**config.mk**
```make
export PLATFORM = sky130hd
export DESIGN_NAME = ava_cordic_cell
export DESIGN_NICKNAME = d
export VERILOG_FILES = /design/src/rtl/apex_vector_angle_defines.svh /design/src/rtl/ava_pkg.sv /design/src/rtl/ava_cordic_cell.sv
export SDC_FILE = /design/constraint.sdc
export NUM_CORES = 1
export LEC_CHECK = 0
export CAP_MARGIN = 20
export CORE_ASPECT_RATIO = 1.5
export CORE_MARGIN = 1
export CORE_UTILIZATION = 36
export CTS_BUF_LIST = sky130_fd_sc_hd__clkbuf_16
export CTS_CLUSTER_SIZE = 24
export DETAILED_ROUTE_END_ITERATION = 7
export DONT_BUFFER_PORTS = 1
export PLACE_DENSITY = 0.61
export SKIP_CTS_REPAIR_TIMING = 1
export SYNTH_ARGS = -nofsm -noshare
export SYNTH_HDL_FRONTEND = slang
export SYNTH_SLANG_ARGS = --single-unit
```
**constraint.sdc**
```tcl
create_clock -name clk -period 4.75 [get_ports clk]
set_input_delay 0.2375 -clock clk [delete_from_list [all_inputs] [get_ports clk]]
set_output_delay 0.2375 -clock clk [all_outputs]
set_load 0.005 [all_outputs]
```
**src/rtl/apex_vector_angle_defines.svh**
```systemverilog
// assertion macros for the apex vector angle block
// no dependencies; taken in by the modules that carry assertions
`ifndef APEX_VECTOR_ANGLE_DEFINES_SVH
`define APEX_VECTOR_ANGLE_DEFINES_SVH
`ifndef SYNTHESIS
`define AVA_ASSERT(lbl, clk, rst_n, prop, msg) \
	lbl: assert property (@(posedge clk) disable iff (!rst_n) prop) else $error(msg);
`define AVA_ASSERT_NEVER(lbl, clk, rst_n, cond, msg) \
	lbl: assert property (@(posedge clk) disable iff (!rst_n) !(cond)) else $error(msg);
`else
`define AVA_ASSERT(lbl, clk, rst_n, prop, msg)
`define AVA_ASSERT_NEVER(lbl, clk, rst_n, cond, msg)
`endif
`endif

```
**src/rtl/ava_pkg.sv**
```systemverilog
// shared types and constants for the apex vector angle block
// no dependencies
package ava_pkg;

	localparam int DIFF_W = 17;          // scaled coordinate difference, signed
	localparam int PROD_W = 2 * DIFF_W;  // one product
	localparam int XW     = 42;          // cordic x/y lane
	localparam int ZW     = 34;          // cordic angle lane, pi/2^31 units
	localparam int QW     = 40;          // scaled dot magnitude
	localparam int ATAN_W = 30;

	typedef logic signed [XW-1:0] lane_t;
	typedef logic signed [ZW-1:0] ang_t;
	typedef logic [QW-1:0]        mag_t;

	// atan(2^-i) in pi/2^31 units, rounded to nearest
	localparam logic [ATAN_W-1:0] ATAN_TAB [32] = '{
		30'd536870912, 30'd316933406, 30'd167458907, 30'd85004756,
		30'd42667331, 30'd21354465, 30'd10679838, 30'd5340245,
		30'd2670163, 30'd1335087, 30'd667544, 30'd333772,
		30'd166886, 30'd83443, 30'd41722, 30'd20861,
		30'd10430, 30'd5215, 30'd2608, 30'd1304,
		30'd652, 30'd326, 30'd163, 30'd81,
		30'd41, 30'd20, 30'd10, 30'd5,
		30'd3, 30'd1, 30'd1, 30'd0
	};

	typedef struct packed {
		logic kill;   // answer is forced to zero
		logic pneg;   // dot product negative
	} flags_t;

endpackage

```
**src/rtl/ava_cordic_cell.sv**
```systemverilog
// one vectoring cordic iteration with a fixed shift, registered
// depends on ava_pkg
module ava_cordic_cell #(
	parameter int SHIFT = 0,
	parameter int SB_W  = 1
) (
	input  logic                 clk,
	input  logic                 en,
	input  ava_pkg::lane_t       x_in,
	input  ava_pkg::lane_t       y_in,
	input  ava_pkg::ang_t        z_in,
	input  logic [SB_W-1:0]      sb_in,
	output ava_pkg::lane_t       x_out,
	output ava_pkg::lane_t       y_out,
	output ava_pkg::ang_t        z_out,
	output logic [SB_W-1:0]      sb_out
);

	ava_pkg::lane_t dx, dy;
	ava_pkg::ang_t  at;
	ava_pkg::lane_t x_q, y_q;
	ava_pkg::ang_t  z_q;
	logic [SB_W-1:0] sb_q;

	assign dx = y_in >>> SHIFT;
	assign dy = x_in >>> SHIFT;
	assign at = ava_pkg::ang_t'(ava_pkg::ATAN_TAB[SHIFT]);

	always_ff @(posedge clk) begin
		if (en) begin
			if (!y_in[ava_pkg::XW-1]) begin
				x_q <= x_in + dx;
				y_q <= y_in - dy;
				z_q <= z_in + at;
			end else begin
				x_q <= x_in - dx;
				y_q <= y_in + dy;
				z_q <= z_in - at;
			end
			sb_q <= sb_in;
		end
	end

	assign x_out  = x_q;
	assign y_out  = y_q;
	assign z_out  = z_q;
	assign sb_out = sb_q;

endmodule

```
### Word level (Yosys, flattened, before mapping)

Index checks and enable logic that the tools add are counted.

* add/subtract/negate cells: 5
* mux-type cells: 3

Operators by type and width (number)
* 2-to-1 mux 42 bit: 2
* subtractor 42 bit: 2
* adder 42 bit: 1
* adder 34 x 31 -> 34 bit (second input constant): 1
* 2-to-1 mux 34 bit: 1
* subtractor 34 x 31 -> 34 bit (second input constant): 1

* logic and storage cells: 12
* input bits: 121
* output and inout bits: 119
* register bits: 119

### Depth between registers and ports, before layout

* word-level depth: 2
* mapped depth: 12

### Worst setup path after synthesis

No wires, ideal clock.

* path type: input-to-reg
* start point: in x_in[11]
* end point: reg x_q[41], in the netlist x_out[41] (data pin)
* setup time: 0.258 ns
* arrival: 2.483 ns
* stages on the path: 12
* buffers on the path: 1
* slack: 2.009 ns
* cell sequence: inv_1 > ha_1 > buf_2 > nor4_1 > o21ai_0 > a311oi_1 > nor3_1 > a211oi_2 > o31ai_1 > a21o_1 > a31o_2 > xnor2_1

* word-level cells in the longest chain between the ends: 2
* elaborated cells on any way between the ends: 3
* classes of those cells: add/sub (2); mux (1)

Ends and longest elaborated chain
* start: declaration: line ava_cordic_cell.sv:9 `input ava_pkg::lane_t x_in,`
* adder 42 bit or subtractor 42 bit (tied branches): line ava_cordic_cell.sv:32, ava_cordic_cell.sv:36
* 2-to-1 mux 42 bit (*): line ava_cordic_cell.sv:31 `if (!y_in[ava_pkg::XW-1]) begin`
* end signal: assignment: line ava_cordic_cell.sv:32 `x_q <= x_in + dx;`
* end signal: assignment: line ava_cordic_cell.sv:36 `x_q <= x_in - dx;`
* end: declaration: line ava_cordic_cell.sv:21 `ava_pkg::lane_t x_q, y_q;`

Every way passes the cells marked *; elsewhere a longest branch is shown, timed or not.
A chain may end at the register's enable or synchronous reset.

### Final worst setup path

* start point: in x_in[10]
* end point: reg x_q[39], in the netlist x_out[39] (data pin)

The elaborated chain is that of the path after synthesis.

==> flow_summary.ini <==
[outcome]
status = finished, final reports clean

[route]
first_pass_iters = 7
dr_wl_met3_um = 2440
drtIter0Drc = 886
num_vias = 10400
antenna_left = 0
via_per_inst = 5.94
highest-signal-layer = met4
routedWlPerCell_um = 23.4
drt_wl_total_um = 40800
wl_met1_um = 14400
met2_length_um = 21100
drc = 0

[clocking]
clkSinkCount = 118
root_buffer = clkbuf_16
clockBufferDepth = 2
path_clk_slew_ns = 0.06
cts_tree = built
cts_max_level = 4
cts_buffers = 17

[sta]
tightest_slew_ns = 0.998
period_needed_ns = 3.57
max_clock_freq_ghz = 0.280
fin_setup_tns_ns = 0
final_max_slew_viol_count = 0
post-route-period-util = 0.752
setup_slack_ns = 1.18
finalSetupViolations = 0
grt_setup_unrepaired = false
slew_headroom = 0.328
finalHoldViolations = 0

[global_routing]
grt_pass1_wl_um = 60500
grt_antenna_before_repair = 0
grt_pass1_vias = 10300
grt_overflow = 0
grt_max_degree = 119
grt_usage = 0.249

[die]
num_io_pins = 240
rows = 79
die_x_um = 147
start_util = 0.367
core_mm2 = 0.0311
die_y_um = 220
dieArea_mm2 = 0.0324

[power_and_ir_drop]
p_leak_nw = 5.21
powerDensity_mw_per_mm2 = 303
vdd_drop_max_mv = 0.217

[cells_and_area]
nFillCells = 3187
post-route-util = 0.405
nets = 1592
area_growth_pct = 10.5
n_antenna_cell = 0
layout-drive-gt1-share = 0.0403

[critical_path]
crit_type = in2reg
startpoint_type = input pin
worstSetupEndpointType = flop
cp.arrival_ns = 3.77
cp_max_fo = 12
required_ns = 4.95

[placement]
gp_congestion = 0.970
dp_hpwl_um = 32300
io_buffers = 0
dp_slack_ns = 0.885

[yosys]
synth_nets = 1589
netlist_area_mm2 = 0.0114
synth_common_cells = 179 x a21oi_1, 140 x ha_1, 138 x inv_1, 118 x edfxtp_1, 97 x o21ai_0
async_flop_share = 0
yosys.area.top_type_share = 0.310
ys_warn_count = 0
synth_cell_type_count = 69
synth_area_per_cell_um2 = 8.62
ys.flop_type = edfxtp_1
synthesis.instances = 1324
ys_seq_area_frac = 0.310
synth.top_cells.by_area = edfxtp_1 31%, ha_1 15%, a21oi_1 7.8%
ys_seq_elements = 118
yosysTopAreaCell = edfxtp_1
synth.most_common_cell = a21oi_1
synth_edf_count = 118

[worst_hold_path]
holdCritPathClass = in2reg

[job]
maxCapViolations = 0
-- layout by cell type, fill, tap and decap left out, drive strengths merged, types with 4 or more instances in the layout --
master / count
and3: 6
nand4: 17
o2111ai: 4
dlygate4sd3: 32
inv: 142
nand2: 70
o221ai: 4
and4: 4
a221oi: 4
o31a: 4
o21a: 7
nor4: 11
xnor2: 72
o211ai: 14
a21o: 29
xor2: 12
buf: 6
o31ai: 11
o21ai: 98
nor2: 85
a21boi: 8
nand2b: 10
ha: 140
or2: 4
nor2b: 18
mux2i: 31
edfxtp: 118
nand3: 28
a21oi: 179
nor3: 30
a31oi: 17
a2111oi: 5
fa: 4
o21bai: 27
clkinv: 10
a211oi: 17
clkbuf: 17
-- critical path, stage by stage --
cell and delay, ns:
inv_1 0.02, ha_1 0.44, a21oi_1 0.39, o21ai_0 0.16
a211oi_1 0.54, o21ai_0 0.52, a2111oi_0 0.79, nor3_1 0.20
o21ai_0 0.20, o21ai_0 0.12, xnor2_1 0.13
-- power breakdown --
part | leakage [nW] | switching, mW | internal, mW
Clock | 0.261 | 0.519 | 0.664
Sequential | 1.15 | 0.0919 | 1.36
Combinational | 3.79 | 0.774 | 0.411
-- flip-flops by register name, indices dropped and copies added (netlist names) --
| name | flops |
|---|---|
| x_out | 42 |
| y_out | 41 |
| z_out | 34 |
| sb_out | 1 |
-- cells by family after synthesis --
logic type	after synthesis	synth area share
AO/OA/AOI/OAI	457	0.245
XOR/XNOR	84	0.0644
adder cells (fa/ha/maj)	144	0.160
buffers and inverters	194	0.0668
flip-flops	118	0.310
multiplexers	32	0.0282
AND/OR/NAND/NOR	295	0.124
-- path summary, 6_finish.rpt --
| kind | from | to | slack, ns | cells past startpoint |
|---|---|---|---|---|
| max | x_in[10] | x_out[39]$_DFFE_PP_ | 1.18 | 11 |
| min | x_in[41] | x_out[41]$_DFFE_PP_ | 0.003 | 1 |
-- layer usage --
metal,vias to the layer above,track usage
met5,-,0
met4,0,0.177
met3,140,0.0445
met2,502,0.452
met1,4937,0.259
li1,4787,-
-- final cells by class --
type | instances | area, µm² | area share
multi-input combinational | 1012 | 7110 | 0.564
sequential | 118 | 3540 | 0.281
inverter | 140 | 526 | 0.0416
tap | 405 | 507 | 0.0402
clock buffer | 17 | 425 | 0.0337
timing repair buffer | 38 | 398 | 0.0315
clock inverter | 15 | 108 | 0.00853
-- through the flow --
| stage | instance area (µm²) | total power [mW] | instances | hold WS, ns |
|---|---|---|---|---|
| finish | 12600 | 3.82 | 1745 | 0.00296 |
| detailed placement | 11700 | 2.59 | 1679 | 0.336 |
| global placement | 11700 | 2.59 | 1679 | 0.336 |
| floorplan | 11400 | 2.24 | 1324 | 0.336 |
| global route | 12600 | 4.00 | 1745 | 0.0105 |
| CTS | 12300 | 3.80 | 1711 | -0.143 |
Note: power is estimated with default switching activity, not from simulation.
