<file path="config.mk">
export PLATFORM = sky130hd
export DESIGN_NAME = ava_scale_cell
export DESIGN_NICKNAME = d
export VERILOG_FILES = /design/src/rtl/apex_vector_angle_defines.svh /design/src/rtl/ava_pkg.sv /design/src/rtl/ava_scale_cell.sv
export SDC_FILE = /design/constraint.sdc
export NUM_CORES = 1
export LEC_CHECK = 0
export BUFFER_PORTS_ARGS = -buffer_cell sky130_fd_sc_hd__buf_2
export CORE_AREA = 2 2 61 63
export DETAILED_ROUTE_END_ITERATION = 16
export DIE_AREA = 0 0 63 65
export GPL_ROUTABILITY_DRIVEN = 0
export GPL_TIMING_DRIVEN = 0
export HOLD_SLACK_MARGIN = 0.03
export PLACE_DENSITY = 0.69
export SLEW_MARGIN = 20
export SYNTH_ARGS = -nofsm -noshare
export SYNTH_HDL_FRONTEND = slang
export SYNTH_SLANG_ARGS = --single-unit
</file>
<file path="constraint.sdc">
create_clock -name clk -period 0.8 [get_ports clk]
set_input_delay 0.16 -clock clk [delete_from_list [all_inputs] [get_ports clk]]
set_output_delay 0.16 -clock clk [all_outputs]
set_load 0.02 [all_outputs]
</file>
<file path="src/rtl/apex_vector_angle_defines.svh">
// assertion macros for the apex vector angle block
// no dependencies; taken in by the modules that carry assertions
`ifndef APEX_VECTOR_ANGLE_DEFINES_SVH
`define APEX_VECTOR_ANGLE_DEFINES_SVH
`ifndef SYNTHESIS
`define AVA_ASSERT(lbl, clk, rst_n, prop, msg) \
	lbl: assert property (@(posedge clk) disable iff (!rst_n) prop) else $error(msg);
`define AVA_ASSERT_NEVER(lbl, clk, rst_n, cond, msg) \
	lbl: assert property (@(posedge clk) disable iff (!rst_n) !(cond)) else $error(msg);
`else
`define AVA_ASSERT(lbl, clk, rst_n, prop, msg)
`define AVA_ASSERT_NEVER(lbl, clk, rst_n, cond, msg)
`endif
`endif

</file>
<file path="src/rtl/ava_pkg.sv">
// shared types and constants for the apex vector angle block
// no dependencies
package ava_pkg;

	localparam int DIFF_W = 17;          // scaled coordinate difference, signed
	localparam int PROD_W = 2 * DIFF_W;  // one product
	localparam int XW     = 42;          // cordic x/y lane
	localparam int ZW     = 34;          // cordic angle lane, pi/2^31 units
	localparam int QW     = 40;          // scaled dot magnitude
	localparam int ATAN_W = 30;

	typedef logic signed [XW-1:0] lane_t;
	typedef logic signed [ZW-1:0] ang_t;
	typedef logic [QW-1:0]        mag_t;

	// atan(2^-i) in pi/2^31 units, rounded to nearest
	localparam logic [ATAN_W-1:0] ATAN_TAB [32] = '{
		30'd536870912, 30'd316933406, 30'd167458907, 30'd85004756,
		30'd42667331, 30'd21354465, 30'd10679838, 30'd5340245,
		30'd2670163, 30'd1335087, 30'd667544, 30'd333772,
		30'd166886, 30'd83443, 30'd41722, 30'd20861,
		30'd10430, 30'd5215, 30'd2608, 30'd1304,
		30'd652, 30'd326, 30'd163, 30'd81,
		30'd41, 30'd20, 30'd10, 30'd5,
		30'd3, 30'd1, 30'd1, 30'd0
	};

	typedef struct packed {
		logic kill;   // answer is forced to zero
		logic pneg;   // dot product negative
	} flags_t;

endpackage

</file>
<file path="src/rtl/ava_scale_cell.sv">
// one step of the gain shift-add on the dot magnitude, registered
// depends on ava_pkg
module ava_scale_cell #(
	parameter int SHIFT = 0
) (
	input  logic          clk,
	input  logic          en,
	input  ava_pkg::mag_t q_in,
	output ava_pkg::mag_t q_out
);

	ava_pkg::mag_t q_q;

	always_ff @(posedge clk) begin
		if (en) begin
			q_q <= q_in + (q_in >> (2 * SHIFT));
		end
	end

	assign q_out = q_q;

endmodule

</file>
# Yosys cells after proc, flatten, opt, wreduce, memory -nomap -nowiden
# Cells that the tools add are included.
[op_classes]
add_sub_neg = 1
[ops]
columns = ["operator", "n"]
rows = [
  ["40-bit adder", 1],
]
[word_totals]
wordCells = 2
register_bits = 40
output_inout_bits = 40

# Logic depth before layout (Yosys ltp)
# Gate-level depths: netlist (run 1).
[depth]
depth_word = 1
ltp_mapped = 1
ltp_nobuf = 0

# Worst setup path after synthesis (run 1)
# Ideal clock, no wire load.
[synth_timing]
path_type = "reg2out"
startpoint = "register q_q[10], in the netlist q_out[10]"
endpoint = "output port q_out[10]"
slack_ps = 191
arrival_ps = 449
n_path_buf = 0
t_required_ps = 640
stages_incl_launch_ff = 1
path_cell_list = "edfxtp_1"
[synth_rtl]
columns = ["item", "line", "source"]
rows = [
  ["from (decl)", "ava_scale_cell.sv:12", "ava_pkg::mag_t q_q;"],
  ["from (signal assigned)", "ava_scale_cell.sv:16", "q_q <= q_in + (q_in >> (2 * SHIFT));"],
  ["to (decl)", "ava_scale_cell.sv:9", "output ava_pkg::mag_t q_out"],
]
# No word-level cell between the ends.

# Worst setup path in the final report (run 1)
[layout_timing]
startpoint = "register q_q[26], in the netlist q_out[26]"
endpoint = "output port q_out[26]"
# No word-level cell between the ends.

==> key figures, run 1 <==
Outcome
  – Outcome: complete, but fails checks
  – Failing checks: negative setup slack

Drt
  – Average wire per standard cell: 13.0 um
  – Initial DRC count: 21
  – Routed vias: 866
  – Post-route ant nets: 0
  – DR pass1 iterations: 3
  – # DRC: 0
  – Via-per-instance ratio: 4.05
  – Final WL: 2790 um

Timing
  – Tcrit/Tclk final: 135%
  – Setup TNS: -9.21 ns
  – Unrepaired setup endpoints after global routing: true
  – Setup violators final: 39
  – Final-report hold violation count: 0
  – Fin. max-slew vios: 0
  – Final WS setup: -0.283 ns
  – Max Clock Freq: 924 MHz
  – Fin Hold WS: 0.302 ns
  – Period minus WS final: 1.08 ns

Power
  – PwrDens: 1980 nW/um^2
  – Combinational share of power: 17.0%
  – Sw frac: 22.5%
  – Leakage: 0.955 nW
  – Worst IR drop on VDD: 1.15 mV
  – Internal: 3.48 mW
  – Seq pwr share: 55.4%
  – Net switching power: 1.01 mW
  – Clock share of power: 27.6%
  – Tot Pwr: 4.49 mW

Synth
  – Cell count after synthesis: 41
  – Unique masters post-synth: 3
  – Top cells by area, synth: edfxtp_1 (99%), buf_4 (0.63%), conb_1 (0.32%)
  – Syn. warnings: 0
  – Syn Nets: 83
  – Top-area cell type share of the netlist area: 99.0%
  – Synth area leader: edfxtp_1
  – Syn_area_per_cell: 28.8 um^2
  – Sequential fraction of the synthesis area: 99.0%
  – Yosys reg bits: 39
  – Post-Syn Area: 1180 um^2

Final layout
  – Nets@finish: 208
  – N_diodes: 0
  – Share of layout cells above drive strength 1: 52.4%
  – Finished Core Util: 64.7%
  – Most common cell after layout, fill and taps aside: buf_2
  – Syn-to-layout area delta: 91.3%
  – Commonest non-fill, non-tap cells in the layout: buf_2 (53), dlygate4sd3_1 (39), edfxtp_1 (39), buf_6 (25), clkbuf_4 (5)
  – Number of flip-flops in the largest register: 39

Die
  – Ports: 82
  – Core box area: 3500 um^2
  – Die ar.: 4100 um^2
  – Row cnt: 22
  – Starting Density: 33.8%
  – Die extent in x: 63 um
  – DIE HEIGHT: 65 um

Worst setup path
  – CP max FO: 1
  – Worst Setup End Kind: primary output
  – CP max-delay cell: edfxtp_1
  – Critical Path AT: 0.92 ns
  – CP max stage delay: 0.43 ns
  – Kind of critical path: reg2out
  – Worst Path Buf+Inv: 1
  – Worst endpoint required time: 0.64 ns
  – CP cell instances: buf_6
  – Crit start category: flop
  – Delay-heaviest family, CP: flip-flops

Worst hold path
  – Hold Crit Class: in2reg

Placed design
  – Port bufs: 79

Clocking
  – Root buf cell: clkbuf_4
  – CTS sink count: 39
  – Reg clk slew, reported paths: 0.12 ns
  – CTS tree: done
  – CTS H-tree lvls: 2
  – CTS max path bufs: 2
  – Cts bufs inserted: 5

Global route
  – Tot GR Track Use: 13.9%
  – Vias in the first global route: 926
  – Global-route wire length before repair: 4090 um
  – Overflow after GRT: 0
  – Pin count of the biggest net entering global routing: 40
  – Initial antenna violation count: 0

Flow run
  – Max Cap Violations: 0
synthesized netlist by cell type (all sizes together):
| cell type | number |
|---|---|
| edfxtp | 39 |
| buf | 1 |
| conb | 1 |
cell type report:
cell class	instances	area, um^2
well taps	48	60.1
fillers	254	1230
clock buffers	5	37.5
multi-input cells	1	3.75
flip-flops and latches	39	1170
plain buffers	1	7.51
clock inverters	2	37.5
repair buffers	118	945
through the flow:
stage	cells	area, um^2	worst slack, ns
floorplan	41	1180	0.191
global placement	168	1640	-0.362
detailed placement	168	1640	-0.408
CTS	214	2130	-0.287
global route	214	2260	-0.326
finish	214	2260	-0.283
per-layer routing:
metal / part of all wire, % / wire [um] / up-vias / GRT usage [%]
met5: 0 / 0 / - / 0
met4: 1.9 / 54 / 0 / 7.78
met3: 7.3 / 203 / 5 / 5.38
met2: 56 / 1570 / 46 / 24.5
met1: 35 / 967 / 405 / 14.1
li1: - / - / 410 / -
worst paths after layout:
kind,start,slack [ns],cells past startpoint,endpoint
worst max-delay path,q_out[26]$_DFFE_PP_,-0.28,1,q_out[26]
worst min-delay path,en,0.30,1,q_out[32]$_DFFE_PP_
kinds of logic (layout without fill, tap and decap cells):
logic type   after synthesis  in the layout  share of synthesized area [%]
buf+inv                    1            126                          0.635
flops                     39             39                           99.0
other cells                1              1                          0.317
power groups by stage:
| stage | Clock [mW] | Sequential, mW | Combinational (mW) |
|---|---|---|---|
| 5_1_grt | 1.37 | 2.50 | 0.799 |
| 3_3_place_gp | 0 | 2.50 | 0.491 |
| 3_5_place_dp | 0 | 2.51 | 0.499 |
| 4_1_cts | 1.29 | 2.46 | 0.665 |
| 2_1_floorplan | 0 | 2.73 | 0.00781 |
| 6_report | 1.24 | 2.49 | 0.762 |
timing repair:
item,CTS,global route
hold buffers,39,0
endpoints found under the setup margin,78,39
hold endpoints to repair,39,0
buffers inserted,0,0
resized for setup,9,43
Power figures use the tool's default switching activity.
==> run 2: changes to the inputs <==
--- a/config.mk
+++ b/config.mk
@@ -12,8 +12,10 @@
 export GPL_ROUTABILITY_DRIVEN = 0
 export GPL_TIMING_DRIVEN = 0
 export HOLD_SLACK_MARGIN = 0.03
-export PLACE_DENSITY = 0.69
+export PLACE_DENSITY = 0.72
+export SKIP_CTS_REPAIR_TIMING = 1
 export SLEW_MARGIN = 20
 export SYNTH_ARGS = -nofsm -noshare
 export SYNTH_HDL_FRONTEND = slang
 export SYNTH_SLANG_ARGS = --single-unit
+export TNS_END_PERCENT = 100
==> run 2 against run 1 <==
Against the previous run:
- the flow still finishes with violations (negative setup slack)
- sequential power about the same
- clock power fell by 27%
- final cell count is 0.47% higher
- critical path depth unchanged
- largest power group unchanged
==> key figures, run 2 (same netlist as run 1, synthesis figures left out) <==
Timing
  – Setup violators final: 39 (unchanged)
  – Final-report hold violation count: 0 (unchanged)
  – Fin Hold WS: 0.419 ns (+0.116 ns)
  – Tcrit/Tclk final: 132% (-3.0 points)
  – Period minus WS final: 1.06 ns (-0.0239 ns)
  – Worst-margin pin slew: 0.501 ns
  – Unrepaired setup endpoints after global routing: true
  – Final WS setup: -0.259 ns (+0.0239 ns)
  – Setup TNS: -8.89 ns (+0.319 ns)
  – Max Clock Freq: 944 MHz (+2.3%)
  – Fin. max-slew vios: 0 (unchanged)
  – Max_slew headroom: 66.6%

Outcome
  – Outcome: complete, but fails checks
  – Failing checks: negative setup slack

Placed design
  – Inst Count DP: 168 (unchanged)
  – DP Worst Slack: -0.408 ns (-0.0000800 ns)
  – Port bufs: 79 (unchanged)

Clocking
  – CTS max path bufs: 2 (unchanged)
  – CTS H-tree lvls: 2 (unchanged)
  – CTS tree: done
  – Reg clk slew, reported paths: 0.11 ns (about the same)
  – Root buf cell: clkbuf_4
  – CTS sink count: 39 (unchanged)
  – Cts bufs inserted: 5 (unchanged)

Global route
  – Overflow after GRT: 0 (unchanged)
  – Tot GR Track Use: 10.4% (-3.6 points)
  – M3 GR Usage: 5.03% (-0.35 points)
  – Vias in the first global route: 731 (-21%)
  – GR Layer Usage met1: 11.1% (-3.0 points)
  – Global-route wire length before repair: 3070 um (-25%)
  – Met2 Use GR: 17.0% (-7.4 points)
  – Initial antenna violation count: 0 (unchanged)
  – GRT Max-Usage Layer: met2
  – Pin count of the biggest net entering global routing: 40 (unchanged)

Die
  – Starting Density: 33.8% (unchanged)
  – Ports: 82 (unchanged)
  – DIE HEIGHT: 65 um (unchanged)
  – Core box area: 3500 um^2 (unchanged)
  – Row cnt: 22 (unchanged)
  – Die ar.: 4100 um^2 (unchanged)
  – Die extent in x: 63 um (unchanged)

Final layout
  – Share of layout cells above drive strength 1: 51.5% (-0.91 points)
  – Most common cell after layout, fill and taps aside: buf_2
  – Commonest non-fill, non-tap cells in the layout: buf_2 (55), dlygate4sd3_1 (39), edfxtp_1 (39), buf_6 (23), clkbuf_4 (6)
  – Final non-filler cell total: 215 (+0.47%)
  – Syn-to-layout area delta: 88.1%
  – N_diodes: 0 (unchanged)
  – Number of flip-flops in the largest register: 39 (unchanged)
  – Filler cell count: 272 (+7.1%)
  – Nets@finish: 208 (unchanged)

Drt
  – Initial DRC count: 20 (-4.8%)
  – Post-route ant nets: 0 (unchanged)
  – # DRC: 0 (unchanged)
  – Final WL: 2660 um (-4.7%)
  – DR pass1 iterations: 4 (+1)
  – Average wire per standard cell: 12.4 um (-5.2%)
  – Via-per-instance ratio: 4.01 (-0.92%)
  – Routed vias: 862 (-0.46%)

Worst setup path
  – Critical path launch point: q_out[28]$_DFFE_PP_
  – Worst Path Buf+Inv: 1 (unchanged)
  – Worst setup endpoint: q_out[28]
  – CP cell instances: buf_2
  – CP max-delay cell: edfxtp_1
  – Worst endpoint required time: 0.64 ns (about the same)
  – Critical Path AT: 0.90 ns (-0.02 ns)
  – CP max FO: 1 (unchanged)
  – Crit start category: flop
  – Delay-heaviest family, CP: flip-flops
  – Critical Path Stages: 1 (unchanged)
  – Worst Setup End Kind: primary output
  – Kind of critical path: reg2out
  – CP max stage delay: 0.40 ns (-0.03 ns)

Power
  – PwrDens: 1860 nW/um^2 (-6.1%)
  – Leakage: 0.943 nW (-1.3%)
  – Worst IR drop on VDD: 1.22 mV (+6.3%)

Flow run
  – Max Cap Violations: 0 (unchanged)

Worst hold path
  – Hold Crit Class: in2reg
[run 2: changes by cell type in the layout (fill, tap and decap cells not counted), sizes merged]
cell	before	now
clkinv	0	1
bufinv	1	0
clkinvlp	1	0
clkbuf	5	8
buf	80	79
[run 2: how the worst min path moves through the flow]
| stage | start | end | slack (ns) | cells past startpoint |
|---|---|---|---|---|
| 2_1_floorplan | q_in[9] | q_out[10]$_DFFE_PP_ | 0.26 | 0 |
| 3_3_place_gp | q_in[1] | q_out[2]$_DFFE_PP_ | 0.34 | 1 |
| 3_5_place_dp | q_in[2] | q_out[3]$_DFFE_PP_ | 0.34 | 1 |
| 4_1_cts | q_in[6] | q_out[7]$_DFFE_PP_ | -0.02 | 1 |
| 5_1_grt | en | q_out[7]$_DFFE_PP_ | 0.43 | 1 |
| 6_report | en | q_out[7]$_DFFE_PP_ | 0.42 | 1 |
[run 2: per-stage QoR]
stage	power, mW	area (um^2)	utilization (%)
2_1_floorplan	2.74	1180	-
3_3_place_gp	2.99	1640	46.9
3_5_place_dp	3.01	1640	46.9
4_1_cts	3.93	1690	48.3
5_1_grt	4.35	2220	63.6
6_report	4.15	2220	63.6
[run 2: cell type report]
| type | instances | area [um^2] | area share [%] |
|---|---|---|---|
| Timing Repair Buffer | 118 | 932 | 41.9 |
| Sequential cell | 39 | 1170 | 52.6 |
| Clock buffer | 7 | 45.0 | 2.02 |
| Clock inverter | 1 | 5.00 | 0.225 |
| Multi-Input combinational cell | 1 | 3.75 | 0.169 |
| Tap cell | 48 | 60.1 | 2.70 |
| Buffer | 1 | 7.51 | 0.337 |
[run 2: per-layer routing]
metal  routed length [um]  up-vias  part of all wire (%)
li1                     -      409                     -
met2                 1520       46                    57
met4                   30        0                   1.1
met3                  193        3                   7.3
met5                    0        -                     0
met1                  920      404                    35
[run 2: report_power, final]
| group | leakage, nW | internal [mW] | total [mW] | switching [mW] |
|---|---|---|---|---|
| Clock | 0.0293 | 0.343 | 0.911 | 0.568 |
| Combinational | 0.532 | 0.401 | 0.750 | 0.348 |
| Sequential | 0.382 | 2.43 | 2.49 | 0.0593 |
| Total | 0.943 | 3.17 | 4.15 | 0.975 |
